**config.mk**
```make
export PLATFORM = sky130hd
export DESIGN_NAME = bus_node_leader_election
export DESIGN_NICKNAME = d
export VERILOG_FILES = /design/src/design/bnle_pkg.sv /design/src/design/bnle_decide.sv /design/src/design/bnle_burst.sv /design/src/design/bus_node_leader_election.sv
export SDC_FILE = /design/constraint.sdc
export NUM_CORES = 1
export LEC_CHECK = 0
export BUFFER_PORTS_ARGS = -buffer_cell sky130_fd_sc_hd__buf_4
export CORE_MARGIN = 4
export CORE_UTILIZATION = 55
export DETAILED_ROUTE_END_ITERATION = 8
export PLACE_DENSITY = 0.73
export SYNTH_ARGS = -nofsm -noshare
export SYNTH_HDL_FRONTEND = slang
export SYNTH_SLANG_ARGS = --single-unit
```
**constraint.sdc**
```tcl
create_clock -name clk -period 6.8 [get_ports clk]
set_input_delay 0.34 -clock clk [delete_from_list [all_inputs] [get_ports clk]]
set_output_delay 0.34 -clock clk [all_outputs]
set_load 0.005 [all_outputs]
```
**src/design/bnle_pkg.sv**
```systemverilog
package bnle_pkg;

  typedef enum logic [1:0] {
    ROLE_READER = 2'd0,
    ROLE_VOTER  = 2'd1,
    ROLE_LEADER = 2'd2
  } role_t;

  // Event kinds
  localparam logic [3:0] K_STARTUP   = 4'd0;
  localparam logic [3:0] K_BUSIDLE   = 4'd1;
  localparam logic [3:0] K_HBTMO     = 4'd2;
  localparam logic [3:0] K_RANDOM    = 4'd3;
  localparam logic [3:0] K_COUNTING  = 4'd4;
  localparam logic [3:0] K_HEARTBEAT = 4'd5;
  localparam logic [3:0] K_SENSOR    = 4'd6;
  localparam logic [3:0] K_WTF       = 4'd7;
  localparam logic [3:0] K_VOTING    = 4'd8;

  // Actions
  localparam logic [2:0] A_NONE      = 3'd0;
  localparam logic [2:0] A_CLEAR_ALL = 3'd1;
  localparam logic [2:0] A_CLEAR_ONE = 3'd2;
  localparam logic [2:0] A_ARM       = 3'd3;
  localparam logic [2:0] A_SEND      = 3'd4;

  // Timers
  localparam logic [1:0] T_BUSIDLE   = 2'd0;
  localparam logic [1:0] T_COUNTING  = 2'd1;
  localparam logic [1:0] T_RANDOM    = 2'd2;
  localparam logic [1:0] T_HEARTBEAT = 2'd3;

  // Messages
  localparam logic [1:0] M_HEARTBEAT = 2'd0;
  localparam logic [1:0] M_SENSOR    = 2'd1;
  localparam logic [1:0] M_WTF       = 2'd2;
  localparam logic [1:0] M_VOTING    = 2'd3;

  // Configuration register indexes
  localparam logic [1:0] CFG_OWN_ID    = 2'd0;
  localparam logic [1:0] CFG_BUS_IDLE  = 2'd1;
  localparam logic [1:0] CFG_COUNTING  = 2'd2;
  localparam logic [1:0] CFG_HEARTBEAT = 2'd3;

  localparam logic [5:0]  OWN_ID_RST    = 6'd1;
  localparam logic [15:0] BUS_IDLE_RST  = 16'd500;
  localparam logic [15:0] COUNTING_RST  = 16'd150;
  localparam logic [15:0] HEARTBEAT_RST = 16'd100;

  // Random delay is draw % 29 + 1; quotient by reciprocal, exact for 16-bit draws
  localparam logic [4:0]  RND_MOD    = 5'd29;
  localparam logic [16:0] RND_RECIP  = 17'd72316;   // ceil(2^21 / 29)
  localparam int          QUOT_W     = 12;

  localparam int RES_SLOTS = 3;

  typedef struct packed {
    logic [2:0]  action;
    logic [1:0]  timer_sel;
    logic [15:0] delay;
    logic [5:0]  dest_id;
    logic [1:0]  message;
    logic [5:0]  message_param;
    logic        ignored;
    logic        last;
  } res_t;

  function automatic res_t mk_res(logic [2:0] action, logic [1:0] tsel,
                                  logic [15:0] delay, logic [5:0] dest,
                                  logic [1:0] msg, logic [5:0] param, logic ign);
    res_t r;
    r.action        = action;
    r.timer_sel     = tsel;
    r.delay         = delay;
    r.dest_id       = dest;
    r.message       = msg;
    r.message_param = param;
    r.ignored       = ign;
    r.last          = 1'b0;
    return r;
  endfunction

endpackage

```
**src/design/bnle_decide.sv**
```systemverilog
module bnle_decide #(
  parameter int VOTER_BITS = 32
) (
  input  bnle_pkg::role_t            role,
  input  logic [5:0]                 last_leader_id,
  input  logic [VOTER_BITS-1:0]      seen_voters,
  input  logic [5:0]                 own_id,
  input  logic [15:0]                bus_idle_ticks,
  input  logic [15:0]                counting_ticks,
  input  logic [15:0]                heartbeat_ticks,
  input  logic [3:0]                 kind,
  input  logic [5:0]                 sender_id,
  input  logic [15:0]                random_draw,
  input  logic [bnle_pkg::QUOT_W-1:0] rnd_quot,
  output bnle_pkg::role_t            role_next,
  output logic [5:0]                 last_leader_id_next,
  output logic [VOTER_BITS-1:0]      seen_voters_next,
  output bnle_pkg::res_t             res [bnle_pkg::RES_SLOTS],
  output logic [1:0]                 res_cnt
);
  import bnle_pkg::*;

  localparam logic [VOTER_BITS-1:0] ONE = VOTER_BITS'(1);

  logic [15:0]           quot_x29;
  logic [15:0]           rnd_rem;
  logic [15:0]           rnd_delay;
  logic                  vote_in_range;
  logic [VOTER_BITS-1:0] vote_bit;
  logic                  own_in_range;
  logic [VOTER_BITS-1:0] own_bit;
  logic                  many_voters;
  logic                  win;
  res_t                  r0, r1, r2;
  logic [1:0]            n;
  logic                  ign;

  // Remainder from the registered quotient: q*29 = q*32 - q*2 - q
  assign quot_x29  = (16'(rnd_quot) << 5) - (16'(rnd_quot) << 1) - 16'(rnd_quot);
  assign rnd_rem   = random_draw - quot_x29;
  assign rnd_delay = 16'(rnd_rem[4:0]) + 16'd1;

  assign vote_in_range = (sender_id != 6'd0) && (sender_id <= 6'(VOTER_BITS));
  assign vote_bit      = ONE << (sender_id - 6'd1);

  // Win: at least two voters, and the lowest equals own id: own bit set and nothing below it
  assign own_in_range = (own_id != 6'd0) && (own_id <= 6'(VOTER_BITS));
  assign own_bit      = ONE << (own_id - 6'd1);
  assign many_voters  = (seen_voters & (seen_voters - ONE)) != '0;
  assign win = many_voters && own_in_range && ((seen_voters & own_bit) != '0)
               && ((seen_voters & (own_bit - ONE)) == '0);

  always_comb begin
    role_next = role;
    case (role)
      ROLE_READER: begin
        if (kind == K_BUSIDLE) role_next = ROLE_VOTER;
      end
      ROLE_VOTER: begin
        if (kind == K_COUNTING) role_next = win ? ROLE_LEADER : ROLE_READER;
        else if (kind == K_HEARTBEAT) role_next = ROLE_READER;
      end
      ROLE_LEADER: begin
        if (kind == K_WTF) role_next = ROLE_READER;
      end
      default: role_next = role;
    endcase
  end

  always_comb begin
    r0 = '0;
    r1 = '0;
    r2 = '0;
    n = 2'd0;
    ign = 1'b0;
    last_leader_id_next = last_leader_id;
    seen_voters_next = seen_voters;
    case (role)
      ROLE_READER: begin
        case (kind)
          K_STARTUP: begin
            r0 = mk_res(A_CLEAR_ALL, T_BUSIDLE, '0, '0, M_HEARTBEAT, '0, 1'b0);
            r1 = mk_res(A_ARM, T_BUSIDLE, bus_idle_ticks, '0, M_HEARTBEAT, '0, 1'b0);
            n = 2'd2;
          end
          K_BUSIDLE: begin
            r0 = mk_res(A_CLEAR_ALL, T_BUSIDLE, '0, '0, M_HEARTBEAT, '0, 1'b0);
            r1 = mk_res(A_ARM, T_COUNTING, counting_ticks, '0, M_HEARTBEAT, '0, 1'b0);
            r2 = mk_res(A_ARM, T_RANDOM, rnd_delay, '0, M_HEARTBEAT, '0, 1'b0);
            n = 2'd3;
            seen_voters_next = '0;
          end
          K_HEARTBEAT: begin
            if (sender_id <= last_leader_id || last_leader_id == 6'd0) begin
              last_leader_id_next = sender_id;
              r0 = mk_res(A_CLEAR_ONE, T_BUSIDLE, '0, '0, M_HEARTBEAT, '0, 1'b0);
              r1 = mk_res(A_ARM, T_BUSIDLE, bus_idle_ticks, '0, M_HEARTBEAT, '0, 1'b0);
              n = 2'd2;
            end
          end
          K_SENSOR: begin
            r0 = mk_res(A_SEND, T_BUSIDLE, '0, last_leader_id, M_SENSOR, '0, 1'b0);
            n = 2'd1;
          end
          default: ign = 1'b1;
        endcase
      end
      ROLE_VOTER: begin
        case (kind)
          K_COUNTING: begin
            r0 = mk_res(A_CLEAR_ALL, T_BUSIDLE, '0, '0, M_HEARTBEAT, '0, 1'b0);
            if (win) begin
              r1 = mk_res(A_ARM, T_HEARTBEAT, heartbeat_ticks, '0, M_HEARTBEAT, '0, 1'b0);
            end else begin
              r1 = mk_res(A_ARM, T_BUSIDLE, bus_idle_ticks, '0, M_HEARTBEAT, '0, 1'b0);
              last_leader_id_next = 6'd0;
            end
            n = 2'd2;
          end
          K_RANDOM: begin
            r0 = mk_res(A_SEND, T_BUSIDLE, '0, 6'd0, M_VOTING, own_id, 1'b0);
            r1 = mk_res(A_ARM, T_RANDOM, rnd_delay, '0, M_HEARTBEAT, '0, 1'b0);
            n = 2'd2;
          end
          K_HEARTBEAT: begin
            r0 = mk_res(A_CLEAR_ALL, T_BUSIDLE, '0, '0, M_HEARTBEAT, '0, 1'b0);
            r1 = mk_res(A_ARM, T_BUSIDLE, bus_idle_ticks, '0, M_HEARTBEAT, '0, 1'b0);
            n = 2'd2;
            last_leader_id_next = 6'd0;
          end
          K_SENSOR: n = 2'd0;
          K_VOTING: begin
            if (!vote_in_range) begin
              ign = 1'b1;
            end else if ((seen_voters & vote_bit) == '0) begin
              seen_voters_next = seen_voters | vote_bit;
              r0 = mk_res(A_CLEAR_ONE, T_COUNTING, '0, '0, M_HEARTBEAT, '0, 1'b0);
              r1 = mk_res(A_ARM, T_COUNTING, counting_ticks, '0, M_HEARTBEAT, '0, 1'b0);
              n = 2'd2;
            end
          end
          default: ign = 1'b1;
        endcase
      end
      ROLE_LEADER: begin
        case (kind)
          K_HBTMO: begin
            r0 = mk_res(A_SEND, T_BUSIDLE, '0, 6'd0, M_HEARTBEAT, own_id, 1'b0);
            r1 = mk_res(A_ARM, T_HEARTBEAT, heartbeat_ticks, '0, M_HEARTBEAT, '0, 1'b0);
            n = 2'd2;
          end
          K_HEARTBEAT: begin
            if (sender_id > own_id) begin
              r0 = mk_res(A_SEND, T_BUSIDLE, '0, sender_id, M_WTF, '0, 1'b0);
              n = 2'd1;
            end
          end
          K_SENSOR: n = 2'd0;
          K_WTF: begin
            r0 = mk_res(A_CLEAR_ALL, T_BUSIDLE, '0, '0, M_HEARTBEAT, '0, 1'b0);
            r1 = mk_res(A_ARM, T_BUSIDLE, bus_idle_ticks, '0, M_HEARTBEAT, '0, 1'b0);
            n = 2'd2;
            last_leader_id_next = 6'd0;
          end
          default: ign = 1'b1;
        endcase
      end
      default: ign = 1'b1;
    endcase

    // An event with no action still yields one result
    if (n == 2'd0) begin
      r0 = mk_res(A_NONE, T_BUSIDLE, '0, '0, M_HEARTBEAT, '0, ign);
      n = 2'd1;
    end
    r0.last = (n == 2'd1);
    r1.last = (n == 2'd2);
    r2.last = (n == 2'd3);
  end

  assign res[0]  = r0;
  assign res[1]  = r1;
  assign res[2]  = r2;
  assign res_cnt = n;

endmodule

```
**src/design/bnle_burst.sv**
```systemverilog
module bnle_burst (
  input  logic           clk,
  input  logic           rst,
  input  logic           load,
  input  bnle_pkg::res_t res [bnle_pkg::RES_SLOTS],
  input  logic [1:0]     res_cnt,
  output logic           can_load,
  output logic           out_valid,
  input  logic           out_ready,
  output bnle_pkg::res_t head
);
  import bnle_pkg::*;

  res_t       slots [RES_SLOTS];
  logic [1:0] cnt;
  logic       take;

  assign out_valid = (cnt != 2'd0);
  assign take      = out_valid && out_ready;
  // Refill when empty, or when the final result leaves in this cycle
  assign can_load  = (cnt == 2'd0) || (cnt == 2'd1 && out_ready);
  assign head      = slots[0];

  always_ff @(posedge clk) begin
    if (rst) begin
      cnt <= 2'd0;
    end else if (load) begin
      cnt <= res_cnt;
    end else if (take) begin
      cnt <= cnt - 2'd1;
    end
  end

  always_ff @(posedge clk) begin
    if (load) begin
      slots <= res;
    end else if (take) begin
      slots[0] <= slots[1];
      slots[1] <= slots[2];
    end
  end

endmodule

```
**src/design/bus_node_leader_election.sv**
```systemverilog
// A result appears once its event has passed the input register, then the
// three-slot result buffer; further results follow one per cycle while
// out_ready is high. An event yields one to three results and holds the result
// buffer until all have left; the input register takes a new event meanwhile.
// Reset (synchronous, active high): role reader, no leader, no voters seen,
// registers at their defaults, input register and result buffer empty.
module bus_node_leader_election #(
  parameter int NODES = 32
) (
  input  logic        clk,
  input  logic        rst,
  input  logic        cfg_valid,
  output logic        cfg_ready,
  input  logic [1:0]  cfg_index,
  input  logic [15:0] cfg_data,
  input  logic        in_valid,
  output logic        in_ready,
  input  logic [3:0]  kind,
  input  logic [5:0]  sender_id,
  input  logic [15:0] random_draw,
  output logic        out_valid,
  input  logic        out_ready,
  output logic [2:0]  action,
  output logic [1:0]  timer_sel,
  output logic [15:0] delay,
  output logic [5:0]  dest_id,
  output logic [1:0]  message,
  output logic [5:0]  message_param,
  output logic        ignored,
  output logic        last
);
  import bnle_pkg::*;

  // The voter bitmap covers ids 1..NODES, at most 32 of them
  localparam int VOTER_BITS = (NODES < 32) ? NODES : 32;

  // Configuration registers
  logic [5:0]  own_id;
  logic [15:0] bus_idle_ticks;
  logic [15:0] counting_ticks;
  logic [15:0] heartbeat_ticks;

  // Election state
  role_t                 role;
  logic [5:0]            last_leader_id;
  logic [VOTER_BITS-1:0] seen_voters;
  role_t                 role_next;
  logic [5:0]            last_leader_id_next;
  logic [VOTER_BITS-1:0] seen_voters_next;

  // Input register
  logic                  iv;
  logic [3:0]            kind_q;
  logic [5:0]            sender_id_q;
  logic [15:0]           random_draw_q;
  logic [QUOT_W-1:0]     rnd_quot;
  logic [32:0]           quot_prod;

  res_t       res [RES_SLOTS];
  logic [1:0] res_cnt;
  logic       can_load;
  logic       load;
  res_t       head;

  // The user must write configuration only while idle (not enforced here); take every transfer at once
  assign cfg_ready = 1'b1;

  always_ff @(posedge clk) begin
    if (rst) begin
      own_id          <= OWN_ID_RST;
      bus_idle_ticks  <= BUS_IDLE_RST;
      counting_ticks  <= COUNTING_RST;
      heartbeat_ticks <= HEARTBEAT_RST;
    end else if (cfg_valid && cfg_ready) begin
      case (cfg_index)
        CFG_OWN_ID:    own_id          <= cfg_data[5:0];
        CFG_BUS_IDLE:  bus_idle_ticks  <= cfg_data;
        CFG_COUNTING:  counting_ticks  <= cfg_data;
        CFG_HEARTBEAT: heartbeat_ticks <= cfg_data;
        default: ;
      endcase
    end
  end

  // Divide the random draw by 29 on the way in; the remainder is formed
  // from the registered quotient.
  assign quot_prod = 33'(random_draw) * 33'(RND_RECIP);

  // Hand the registered event to the result buffer once it can take all
  // results; accept a new event in the same cycle.
  assign load     = iv && can_load;
  assign in_ready = !iv || load;

  always_ff @(posedge clk) begin
    if (rst) begin
      iv <= 1'b0;
    end else if (in_valid && in_ready) begin
      iv <= 1'b1;
    end else if (load) begin
      iv <= 1'b0;
    end
  end

  always_ff @(posedge clk) begin
    if (in_valid && in_ready) begin
      kind_q        <= kind;
      sender_id_q   <= sender_id;
      random_draw_q <= random_draw;
      rnd_quot      <= quot_prod[32:21];
    end
  end

  // Advance the election state with each event handed to the buffer
  always_ff @(posedge clk) begin
    if (rst) begin
      role           <= ROLE_READER;
      last_leader_id <= 6'd0;
      seen_voters    <= '0;
    end else if (load) begin
      role           <= role_next;
      last_leader_id <= last_leader_id_next;
      seen_voters    <= seen_voters_next;
    end
  end

  bnle_decide #(
    .VOTER_BITS(VOTER_BITS)
  ) u_decide (
    .role                (role),
    .last_leader_id      (last_leader_id),
    .seen_voters         (seen_voters),
    .own_id              (own_id),
    .bus_idle_ticks      (bus_idle_ticks),
    .counting_ticks      (counting_ticks),
    .heartbeat_ticks     (heartbeat_ticks),
    .kind                (kind_q),
    .sender_id           (sender_id_q),
    .random_draw         (random_draw_q),
    .rnd_quot            (rnd_quot),
    .role_next           (role_next),
    .last_leader_id_next (last_leader_id_next),
    .seen_voters_next    (seen_voters_next),
    .res                 (res),
    .res_cnt             (res_cnt)
  );

  bnle_burst u_burst (
    .clk       (clk),
    .rst       (rst),
    .load      (load),
    .res       (res),
    .res_cnt   (res_cnt),
    .can_load  (can_load),
    .out_valid (out_valid),
    .out_ready (out_ready),
    .head      (head)
  );

  assign action        = head.action;
  assign timer_sel     = head.timer_sel;
  assign delay         = head.delay;
  assign dest_id       = head.dest_id;
  assign message       = head.message;
  assign message_param = head.message_param;
  assign ignored       = head.ignored;
  assign last          = head.last;

`ifndef SYNTH
  // A handed-over event always shows a result in the next cycle
  a_load_shows: assert property (@(posedge clk) disable iff (rst)
    load |=> out_valid)
    else $error("result buffer empty after load");

  // A registered event is not dropped before it is handed over
  a_hold_event: assert property (@(posedge clk) disable iff (rst)
    iv && !load |=> iv && $stable(kind_q) && $stable(sender_id_q))
    else $error("pending event lost or changed");

  // Entering voter starts with an empty voter bitmap
  a_voter_clear: assert property (@(posedge clk) disable iff (rst)
    $rose(role == ROLE_VOTER) |-> seen_voters == '0)
    else $error("voter bitmap not cleared on entry to voter");

  // Leadership is reached only from voter
  a_leader_from_voter: assert property (@(posedge clk) disable iff (rst)
    $rose(role == ROLE_LEADER) |-> $past(role) == ROLE_VOTER)
    else $error("leader entered from a role other than voter");
`endif

endmodule

```
## Yosys cells after proc, flatten, opt, wreduce, memory -nomap -nowiden

Cells that the tools add are included.

- Output and inout port bits: 40
- Bits of input ports: 49
- Bits in registers: 228
- Word-level logic and storage cells: 184

- $add $sub $neg: 9
- Multiplexer cells: 55
- Eq/ne operators: 26
- Shift operators: 2
- Reduce and logical (&&, ||, !) cells: 45
- Magnitude comparators: 4
- Multipliers: 1
- Bitwise gates (word level): 5

Operator list:

| operator | count |
|---|---|
| case mux 37 bit (3 select lines) | 6 |
| two-way mux 36 bit | 5 |
| two-way mux 37 bit | 4 |
| two-way mux 74 bit | 2 |
| case mux 37 bit (4 select lines) | 1 |
| AND 32 bit | 4 |
| two-way mux 32 bit | 4 |
| case mux 36 bit (2 select lines) | 1 |
| zero test 32 bit | 2 |
| case mux 32 bit (2 select lines) | 1 |
| nonzero test 32 bit | 2 |
| << shifter 1 x 6 -> 32 bit, first input constant | 2 |
| subtractor 32 x 1 -> 32 bit, second input constant | 2 |
| two-way mux 34 bit | 1 |
| bitwise OR 32 bit | 1 |
| multiplier 16 x 15 -> 24 bit, second input constant | 1 |
| two-way mux 6 bit | 4 |
| two-way mux 2 bit | 11 |
| case mux 6 bit (3 select lines) | 1 |
| == test 4 x 3 -> 1 bit, second input constant | 4 |
| inequality test 2 x 1 -> 1 bit, second input constant | 7 |
| less-or-equal comparator 6 bit, second input constant | 2 |
| case mux 2 bit (3 select lines) | 2 |
| case mux 6 bit (2 select lines) | 1 |
| 35 further kinds | 76 |

## Longest topological paths before layout

- Depth after elaboration: 12
- Depth in mapped cells: 20
- Gate-level depth less buffers: 20

## Cells and area by module

From an unflattened synthesis, not the netlist that was laid out.

- Cells, all modules: 2017
- Area total of the unflattened synthesis: 19149.6 um^2

By module, submodules not included:

| module | times used | sequential area each (um^2) | area an instance (um^2) | cells an instance |
|---|---|---|---|---|
| bus_node_leader_election | 1 | 3042.9 | 9054.9 | 940 |
| bnle_decide | 1 | 0.0 | 5323.9 | 827 |
| bnle_burst | 1 | 3373.2 | 4770.8 | 250 |

## Worst setup path before layout

OpenSTA, ideal clock, no wires.

- Path type: input-to-reg
- From: input port random_draw[13]
- To: register rnd_quot[4], data pin
- Slack: 1.777 ns
- Path buffers: 0
- Library setup time: 0.260 ns
- Required time: 6.540 ns
- Stages on the path: 16
- Arrival: 4.763 ns
- Cell sequence: fa_1 > inv_1 > fa_1 > fa_1 > fa_1 > inv_1 > fa_1 > fa_1 > ha_1 > a2111oi_0 > nand2_1 > a32o_1 > a31oi_1 > a21oi_1 > a21oi_1 > xnor2_1

- Word-level cells in the longest chain between the ends: 1

Ends and longest elaborated chain:

| item | line | RTL |
|---|---|---|
| from (decl) | bus_node_leader_election.sv:20 | `input logic [15:0] random_draw,` |
| multiplier 16 x 15 -> 24 bit | bus_node_leader_election.sv:87 | `assign quot_prod = 33'(random_draw) * 33'(RND_RECIP);` |
| via quot_prod[25] | bus_node_leader_election.sv:57 | `logic [32:0] quot_prod;` |
| to (signal assigned) | bus_node_leader_election.sv:109 | `rnd_quot <= quot_prod[32:21];` |
| to (decl) | bus_node_leader_election.sv:56 | `logic [QUOT_W-1:0] rnd_quot;` |

The timed path passes the listed nets, and every way through them passes these cells.
A chain may end at the register's enable or synchronous reset.

## Worst setup path in the final report

Same ends and word-level chain as after synthesis.

==> results.toml <==
[power_and_ir_drop]
p_leak_nw = 6.435
power_density_nw_per_um2 = 292.8
total_power_mw = 4.670
peakVddDrop_mv = 0.2350

[synthesis]
ys_warn_count = 0
synth_compound_area_frac = 0.1855
synth_xor_area_frac = 0.01475
async_reset_ff_frac = 0
synth_mux_area_frac = 0.01973
yosys.area_share.simple = 0.1727
synth_top_area_share = 0.1720
synth_cell_types = 99
synth_edf_count = 85
syn_inst = 1632
netlist_area_um2 = 14840
synthAdderAreaFrac = 0.2126
synth_top_flop_cell = "dfxtp_1"
syn-num-nets = 1880
synth_top_family_by_area = "adder cells"
avgSynthCellArea_um2 = 9.095
synth-seq-cells = 182
yosys.area.top_type = "edfxtp_1"
synthTopCellsByArea = "edfxtp_1 17%, dfxtp_1 13%, fa_1 12%"
yosysSeqAreaShare = 0.3028

[critical_path]
slowest_delay_ns = 0.56
crit_slowest_cell = "fa_1"
criticalPathCategory = "input port to register"
end_kind = "register"
path_max_fanout = 6
path_cells = "buf_4 > fa_1 > inv_1 > fa_1 > fa_1 > fa_1 > inv_1 > fa_1 > fa_1 > ha_1 > a2111oi_0 > nand2_1 > a32o_1 > a31oi_1 > a21oi_1 > a21oi_1 > xnor2_1"
crit_path_start_kind = "input port"
critPathRequiredTime_ns = 7.00
cp_data_arrival_time_ns = 5.27
path_common_cell = "fa_1"

[sta]
tns_ns = 0
fmax_ghz = 0.1972
rsz0062_at_grt = "no"
period_minus_slack_ns = 5.070
finalSetupViolCount = 0
slew_headroom = 0.2874
tightest_slew_ns = 1.069
maxSlewViolCount = 0
final_hold_viol_count = 0
skew_ns = 0.01491
period_share = 0.7456

[global_route]
gr-max-usage-layer = "met2"
grt_max_degree = 68
met1_usage = 0.3970
grt_use_met2 = 0.4218
overflow = 0
grt.total_usage = 0.2726
grt_pass1_wl_mm = 63.96
gr-usage-met3 = 0.04550
grt_antenna_before_repair = 0
grt_pass1_vias = 11910

[route]
drtPass1Iterations = 5
drt_iter0_drc = 1503
ant_nets = 0
dr_total_vias = 12390
wl_mm = 40.07
avgViaCountPerCell = 6.287
drc = 0
avgRoutedWirePerCell_um = 20.33

[floorplanning]
initial_core_util = 0.5648
coreArea_um2 = 26280
pin_count = 89
fp.dieH_um = 172.3
rows = 59
dieArea_um2 = 29680
die_w_um = 172.3

[cells_and_area]
drive_above_1_share = 0.1112
final_area_um2 = 15950
synthToLayoutAreaGrowth_pct = 7.460
antenna_cells = 0
fin_nets = 1871

[status]
status = "finished clean"

[clocking]
cts_tree = "yes"
clock_sinks = 182
cts_buffers = 17
clock_latency_ns = 0.45
clk_pin_slew_ns = 0.08
cts_buffer_depth = 2
cts_setup_buffers = 0
cts_hold_buf = 0
htree_levels = 4
clockRootBuffer = "clkbuf_16"
ctsResizeCount = 0

[flow_run]
max-cap-violations = 0

[place]
port_buffers = 87
placed_area_um2 = 15310
gp_congestion = 0.9763
place_hpwl_mm = 29.86

[hold_path]
hp-class = "input port to register"
## worst max-delay path: cells and delay by family
| kind | cells | cell delay (ns) |
|---|---|---|
| fa+ha+maj | 7 | 3.21 |
| xor+xnor | 1 | 0.08 |
| simple gates | 1 | 0.14 |
| compound gates | 5 | 1.23 |
| buf+inv | 3 | 0.26 |
## cells in the mapped netlist, types with 8 or more instances
library cell  number
buf_2             28
and2_1            23
mux2_2             8
o21a_1            28
a21oi_1          122
clkbuf_1          56
fa_1              86
nor2b_1           20
ha_1             113
edfxtp_1          85
nand2b_1          12
nand3_1           33
o21ai_0           73
nor2_1            91
nand4_1           11
a31oi_1           21
buf_4             39
xnor2_1           17
nor3_1            32
xor2_1             8
o2bb2ai_1         10
o32ai_1            9
a311o_1            8
inv_1            162
dfxtp_1           97
o2111ai_1         10
nor3b_1           10
a22oi_1           14
nand2_1          172
and3_1             9
nand3b_1          18
or3_1              8
mux2i_1           18
a21o_1            10
a22o_1            16
buf_6              8
## power breakdown
group	total, mW	switching (mW)	internal (mW)
clock network	1.05	0.537	0.515
registers	1.42	0.0766	1.34
logic	2.20	1.21	0.990
total	4.67	1.83	2.84
## final timing paths
kind                             end  slack (ns)  cells after the start               start
setup / recovery         rnd_quot[4]        1.73                     17     random_draw[13]
hold / removal        sender_id_q[3]        0.07                      1        sender_id[3]
setup reg to reg   u_burst.slots[64]        1.97                     13           own_id[0]
hold reg to reg   counting_ticks[10]        0.46                      2  counting_ticks[10]
## cell usage in the layout, fill, tap and decap left out, types with 11 or more instances in the layout
master / count
a21oi_1: 122
a22o_1: 16
a22oi_1: 14
a31oi_1: 21
and2_1: 23
buf_4: 105
clkbuf_16: 17
dfxtp_1: 97
edfxtp_1: 85
fa_1: 86
ha_1: 113
inv_1: 161
mux2i_1: 18
nand2_1: 172
nand2b_1: 12
nand3_1: 33
nand3b_1: 18
nand4_1: 11
nor2_1: 91
nor2b_1: 20
nor3_1: 32
o21a_1: 28
o21ai_0: 73
xnor2_1: 17
## registers in the layout, summed over array words and instances (netlist names), 4 cells and up
name	cells
last_leader_id	6
u_burst.slots	28
own_id	6
counting_ticks	16
heartbeat_ticks	16
bus_idle_ticks	16
kind_q	4
rnd_quot	5
u_burst.head	37
seen_voters	32
random_draw_q	5
sender_id_q	6
## layer usage
layer	wire length [um]	up-vias
met4	856	0
met1	17450	5992
met2	18120	606
li1	-	5723
met3	3639	71
met5	0	-
## per-stage QoR
| stage | cells | worst slack, ns | hold slack (ns) | utilization |
|---|---|---|---|---|
| 5_1_grt | 1971 | 1.480 | 0.05978 | 0.6069 |
| 3_5_place_dp | 1939 | 1.271 | 0.4515 | 0.5827 |
| 4_1_cts | 1971 | 1.752 | 0.06053 | 0.6069 |
| 3_3_place_gp | 1939 | 1.426 | 0.4435 | 0.5827 |
| 2_1_floorplan | 1632 | 1.777 | 0.4332 | - |
| 6_report | 1971 | 1.730 | 0.06738 | 0.6069 |
## layout make-up
class	count	area, um^2
multi-input combinational	1152	8992
sequential	182	4494
tap	335	419.2
timing repair buffer	105	788.3
inverter	165	619.3
clock inverter	15	211.5
clock buffer	17	425.4
fill	2310	10330
## cell families after synthesis
family / Yosys count
AND/OR/NAND/NOR: 492
AO/OA/AOI/OAI: 406
buffers and inverters: 298
adder cells (fa/ha/maj): 201
flip-flops: 182
multiplexers: 27
XOR/XNOR: 25
other: 1
(Power assumes the default switching activity.)
